**src/hw/rtl/agx_pkg.sv**
```systemverilog
// Shared widths, register codes and constants of the asymmetric Gaussian tail evaluator.
package agx_pkg;

    // input sample and beat widths
    localparam int SAMPLE_WIDTH = 16;
    localparam int S_TDATA_W    = ((SAMPLE_WIDTH + 7) / 8) * 8;
    localparam int MAG_W        = ((SAMPLE_WIDTH > 16) ? SAMPLE_WIDTH : 16) + 1;
    localparam int DIFF_W       = MAG_W + 1;
    localparam int NUM_W        = ((MAG_W + 7) > 32) ? (MAG_W + 7) : 32;

    // configuration port
    localparam int CFG_IDX_W  = 3;
    localparam int CFG_DATA_W = 16;
    localparam logic [CFG_IDX_W-1:0] CFG_CENTER     = 3'd0;
    localparam logic [CFG_IDX_W-1:0] CFG_WIDTH      = 3'd1;
    localparam logic [CFG_IDX_W-1:0] CFG_SKEW       = 3'd2;
    localparam logic [CFG_IDX_W-1:0] CFG_LEFT_KNEE  = 3'd3;
    localparam logic [CFG_IDX_W-1:0] CFG_RIGHT_KNEE = 3'd4;

    // datapath widths
    localparam int WID_W   = 15;
    localparam int SCALE_W = 16;
    localparam int SIG_W   = WID_W + SCALE_W;
    localparam int RHO_W   = 16;
    localparam int RR_W    = 2 * RHO_W - 1;
    localparam int U_W     = 20;
    localparam int E_W     = 2 * U_W;
    localparam int Y_W     = 30;
    localparam int R_W     = 31;
    localparam int Q_FRAC  = 30;
    localparam int DENS_W  = 17;
    localparam int DENS_SHIFT = 14;
    localparam int M_TDATA_W  = 24;

    localparam logic [U_W-1:0] U_MAX   = {U_W{1'b1}};
    localparam logic [E_W-1:0] E_LIMIT = E_W'(64'd12 << 24);
    localparam logic signed [17:0] SCALE_ONE = 18'sd32768;
    localparam logic [R_W-1:0] R_ONE   = R_W'(64'd1 << Q_FRAC);
    localparam logic [2*R_W-1:0] R_HALF = (2*R_W)'(64'd1 << (Q_FRAC - 1));
    localparam logic [R_W:0] DENS_RND  = (R_W+1)'(64'd1 << (DENS_SHIFT - 1));

    // divider: two quotient bits per stage
    localparam int DIV_STEPS  = 2;
    localparam int DIV_STAGES = U_W / DIV_STEPS;

    // series for exp: terms k = 12 down to 1, divide by k as multiply by ceil(2^34/k)
    localparam int HORNER_N    = 12;
    localparam int RECIP_W     = 35;
    localparam int RECIP_SHIFT = 34;
    localparam logic [RECIP_W-1:0] RECIP [HORNER_N] = '{
        35'd1431655766, 35'd1561806290, 35'd1717986919, 35'd1908874354,
        35'd2147483648, 35'd2454267027, 35'd2863311531, 35'd3435973837,
        35'd4294967296, 35'd5726623062, 35'd8589934592, 35'd17179869184
    };
    localparam int SQUARES = 4;

    // knee data that rides along with the divider
    typedef struct packed {
        logic [RHO_W-1:0] rho;
        logic [RR_W-1:0]  rr;
    } side_t;

    // per-item flags in the exp pipeline
    typedef struct packed {
        logic uf;
        logic tail;
    } flag_t;

endpackage

```
**src/hw/rtl/agx_div.sv**
```systemverilog
// Pipelined restoring divider producing the saturated Q8.12 distance u.
module agx_div (
    input  logic                        aclk,
    input  logic                        aresetn,
    input  logic                        en,
    input  logic                        in_valid,
    input  logic [agx_pkg::MAG_W-1:0]   in_mag,
    input  logic [agx_pkg::SIG_W-1:0]   in_sig,
    input  agx_pkg::side_t              in_side,
    output logic                        out_valid,
    output logic [agx_pkg::U_W-1:0]     out_u,
    output agx_pkg::side_t              out_side
);
    import agx_pkg::*;

    logic [DIV_STAGES:0] valid_reg;
    logic                sat_reg  [DIV_STAGES+1];
    logic [SIG_W-1:0]    rem_reg  [DIV_STAGES+1];
    logic [SIG_W-1:0]    sig_reg  [DIV_STAGES+1];
    logic [U_W-1:0]      q_reg    [DIV_STAGES+1];
    side_t               side_reg [DIV_STAGES+1];

    logic [NUM_W-1:0] num0;
    logic             sat0;

    // quotient overflows 20 bits when mag*2^7 >= sigma
    assign num0 = NUM_W'(in_mag) << 7;
    assign sat0 = num0 >= NUM_W'(in_sig);

    // valid chain
    always_ff @(posedge aclk) begin
        if (!aresetn) begin
            valid_reg <= '0;
        end else if (en) begin
            valid_reg <= {valid_reg[DIV_STAGES-1:0], in_valid};
        end
    end

    // entry stage
    always_ff @(posedge aclk) begin
        if (en) begin
            rem_reg[0]  <= sat0 ? '0 : num0[SIG_W-1:0];
            sig_reg[0]  <= in_sig;
            q_reg[0]    <= '0;
            sat_reg[0]  <= sat0;
            side_reg[0] <= in_side;
        end
    end

    // two restoring steps per stage
    for (genvar s = 0; s < DIV_STAGES; s++) begin : g_stage
        logic [SIG_W-1:0] rem_c;
        logic [U_W-1:0]   q_c;
        logic [SIG_W:0]   t;

        always_comb begin
            rem_c = rem_reg[s];
            q_c   = q_reg[s];
            t     = '0;
            for (int j = 0; j < DIV_STEPS; j++) begin
                t = {rem_c, 1'b0};
                if (t >= {1'b0, sig_reg[s]}) begin
                    rem_c = SIG_W'(t - {1'b0, sig_reg[s]});
                    q_c   = {q_c[U_W-2:0], 1'b1};
                end else begin
                    rem_c = t[SIG_W-1:0];
                    q_c   = {q_c[U_W-2:0], 1'b0};
                end
            end
        end

        always_ff @(posedge aclk) begin
            if (en) begin
                rem_reg[s+1]  <= rem_c;
                sig_reg[s+1]  <= sig_reg[s];
                q_reg[s+1]    <= q_c;
                sat_reg[s+1]  <= sat_reg[s];
                side_reg[s+1] <= side_reg[s];
            end
        end
    end

    assign out_valid = valid_reg[DIV_STAGES];
    assign out_u     = sat_reg[DIV_STAGES] ? U_MAX : q_reg[DIV_STAGES];
    assign out_side  = side_reg[DIV_STAGES];

`ifndef NO_ASSERTIONS
    // partial remainder always stays below the divisor
    a_rem_below_sig: assert property (@(posedge aclk) disable iff (!aresetn)
        valid_reg[DIV_STAGES] |-> rem_reg[DIV_STAGES] < sig_reg[DIV_STAGES])
        else $error("divider remainder not below divisor");
`endif

endmodule

```
**config.mk**
```make
export PLATFORM = sky130hd
export DESIGN_NAME = agx_div
export DESIGN_NICKNAME = d
export VERILOG_FILES = /design/src/hw/rtl/agx_pkg.sv /design/src/hw/rtl/agx_div.sv
export SDC_FILE = /design/constraint.sdc
export NUM_CORES = 2
export LEC_CHECK = 0
export ABC_AREA = 1
export BUFFER_PORTS_ARGS = -buffer_cell sky130_fd_sc_hd__clkbuf_2
export CAP_MARGIN = 20
export CELL_PAD_IN_SITES_DETAIL_PLACEMENT = 0
export CELL_PAD_IN_SITES_GLOBAL_PLACEMENT = 2
export CORE_MARGIN = 2
export CORE_UTILIZATION = 43
export DETAILED_ROUTE_END_ITERATION = 8
export PLACE_DENSITY_LB_ADDON = 0.1
export SLEW_MARGIN = 20
export SYNTH_ARGS = -nofsm -noshare
export SYNTH_HDL_FRONTEND = slang
export SYNTH_SLANG_ARGS = --single-unit
```
**constraint.sdc**
```tcl
create_clock -name aclk -period 5.8 [get_ports aclk]
set_input_delay 0.29 -clock aclk [delete_from_list [all_inputs] [get_ports aclk]]
set_output_delay 0.29 -clock aclk [all_outputs]
set_load 0.01 [all_outputs]
```
==> results.py <==
metrics = {
    "timing": {
        "grt_setup_unrepaired": "no",
        "finalSetupViolations": 0,
        "worst_slew_pin_slew_ns": 1.06,
        "hold_viol": 0,
        "max_slew_margin_pct": 29.6,
        "fin_tns_setup_ns": 0,
        "post-route-period-util_pct": 94.5,
        "slew_viol_final": 0,
        "fin_skew_ns": 0.0774,
        "max_freq_ghz": 0.182,
        "setup_ws_ns": 0.317,
        "period_needed_ns": 5.48,
    },
    "yosys": {
        "syn_area_per_cell_sq_um": 8.70,
        "seq_area_frac_synth_pct": 47.2,
        "synth_seq_cells": 1255,
        "async_reset_ff_share_pct": 0,
        "syn_area_sq_um": 79700,
        "synth_most_common_cell": "nand2_1",
        "synth_common_cells": "nand2_1, edfxtp_1, inv_1",
        "yosys_warnings": 0,
        "synth_edf_count": 1244,
        "yosys.cell_types.count": 62,
        "synth-main-ff-cell": "edfxtp_1",
        "synth_top_cell_area_share_pct": 46.9,
        "synthCells": 9153,
        "synthTopCellsByArea": "edfxtp_1, nand2_1, ha_1",
        "synth.largest_area_cell": "edfxtp_1",
    },
    "clocking": {
        "clock_latency_ns": 0.82,
        "cts_sinks": 1255,
        "ctsHoldBuffers": 98,
        "cts_resized": 0,
        "cts_buffers": 143,
        "htree_num_levels": 4,
        "post-cts-setup-buffers": 0,
        "clkSlewWorstSetupHoldPaths_ns": 0.06,
        "clockBufferDepth": 3,
        "clockRootBuffer": "clkbuf_16",
        "cts_tree": "built",
    },
    "final_layout": {
        "num-nets-final": 10300,
        "fin_cells": 12100,
        "multiInputGateArea_sq_um": 37400,
        "fill_cells": 17800,
        "drive_above_1_share_pct": 6.81,
        "seq_area_sq_um": 37600,
        "largest_reg_flops": 517,
        "area_growth_pct": 12.6,
    },
    "floorplan": {
        "die_width_um": 434,
        "pin_count": 167,
        "core_area_sq_um": 183000,
        "start_util_pct": 43.4,
        "die_area_sq_um": 189000,
        "die_h_um": 434,
        "placementRows": 157,
    },
    "min_path": {
        "min_path_cells": 2,
        "hold_class": "input port to flip-flop",
    },
    "worst_setup_path": {
        "worstSetupStartpointType": "flip-flop",
        "crit_chain": "inv_1 > ha_1 > nand4_1 > nor4_1 > o21ai_2 > nand2_4 > buf_4 > nand2_1 > o21ai_0 > ha_1 > inv_1 > nor3_1 > nand2_1 > nor4_1 > nand2_1 > nand2_1 > nand2_1 > nand3_1 > a21oi_4 > buf_12 > nand2_1 > nand2_1",
        "ff2ff_path_depth": 22,
        "cp.required_ns": 6.32,
        "reg2reg_slack_ns": 0.32,
        "cpMostUsedCell": "nand2_1",
        "max_stage_delay_ns": 0.74,
        "cp.arrival_ns": 6.00,
        "slowest_stage": "nor4_1",
        "cp_max_fo": 31,
        "crit_type": "flip-flop to flip-flop",
        "critPathCaptureType": "flip-flop",
    },
    "grt": {
        "grt_remaining_overflow": 0,
        "grt_max_degree": 206,
        "grt_usage_pct": 26.1,
        "antenna_found_initial": 8,
        "grt_pass1_vias": 61600,
        "grt_pass1_wl_um": 375000,
    },
    "place": {
        "dp_hpwl_um": 200000,
        "place_ws_ns": 0.515,
        "dp_cells": 11800,
        "gp_congestion": 0.953,
        "io_buffers": 166,
    },
    "route": {
        "wl_per_cell_um": 20.6,
        "avgViaCountPerCell": 5.28,
        "wl_um": 250000,
        "drt_iter0_markers": 4956,
        "antenna_left": 0,
        "firstDrtPassIters": 6,
        "drc_errors": 0,
        "via_count": 64000,
    },
    "status": {
        "outcome": "completed",
    },
    "run": {
        "max_cap_viol_count": 0,
    },
}
==> layout make-up <==
| cell class | count | share of cell area, % |
|---|---|---|
| diodes | 8 | 0.0223 |
| clock buffers | 168 | 4.09 |
| clock inverters | 93 | 1.37 |
| inverters | 1037 | 4.34 |
| multi-input cells | 6748 | 41.7 |
| flip-flops and latches | 1255 | 41.9 |
| well taps | 2464 | 3.44 |
| repair buffers | 355 | 3.09 |
==> final timing paths <==
path | to | start
max reg2reg | rem_reg[6][11]$_DFFE_PP_ | sig_reg[5][15]$_DFFE_PP_
min reg2reg | side_reg[2][6]$_DFFE_PP_ | side_reg[1][6]$_DFFE_PP_
min | side_reg[0][17]$_DFFE_PP_ | in_side[17]
max | rem_reg[6][11]$_DFFE_PP_ | sig_reg[5][15]$_DFFE_PP_
==> cell families after synthesis <==
logic type	Yosys count	synth area share, %
AO/OA/AOI/OAI	1622	11.4
XOR/XNOR	418	4.60
adder cells (fa/ha/maj)	622	9.86
buffers and inverters	1151	5.83
flip-flops	1255	47.2
other	1	0.00471
AND/OR/NAND/NOR	4084	21.1
==> layout by cell type, fill, tap and decap left out, types with 35 or more instances in the layout <==
cell type and count:
a21o_1 86, buf_4 69, nand3_1 397, o21bai_1 92
o21ai_1 118, clkbuf_2 165, ha_1 613, or2_2 82
clkbuf_16 143, xor2_1 226, xnor2_1 192, nand2_1 2535
nor2_1 774, o21a_1 37, a31oi_1 35, inv_1 1014
nand4_1 76, a21oi_1 706, nor3_1 103, o21ai_0 428
dlygate4sd3_1 99, edfxtp_1 1244
==> worst max-delay path, delay by kind of cell, from the launching register on <==
kind                       cells  cell delay [ns]
DFF                            1             0.58
buffers and inverters          4             0.73
adders and majority gates      2             0.69
and+or+nand+nor               13             2.45
AOI/OAI and AO/OA              3             0.77
==> layer usage <==
layer / wire length (um) / global-route usage [%] / vias to the layer above
met5: 0 / 0 / -
met4: 5520 / 5.89 / 0
met3: 13200 / 3.94 / 259
met2: 116000 / 42.8 / 1546
met1: 115000 / 36.4 / 30300
li1: - / - / 31900
==> stage by stage <==
step | cell area [sq um] | hold slack (ns) | util (%)
3_5_place_dp | 83800 | 0.405 | 45.7
2_1_floorplan | 79700 | 0.389 | -
4_1_cts | 89700 | 0.00575 | 48.9
5_1_grt | 89700 | 0.151 | 48.9
3_3_place_gp | 83800 | 0.400 | 45.7
6_report | 89700 | 0.196 | 48.9
Power is not shown: default switching activity piles up to over one toggle a cycle in this logic, so the estimate is an artifact.
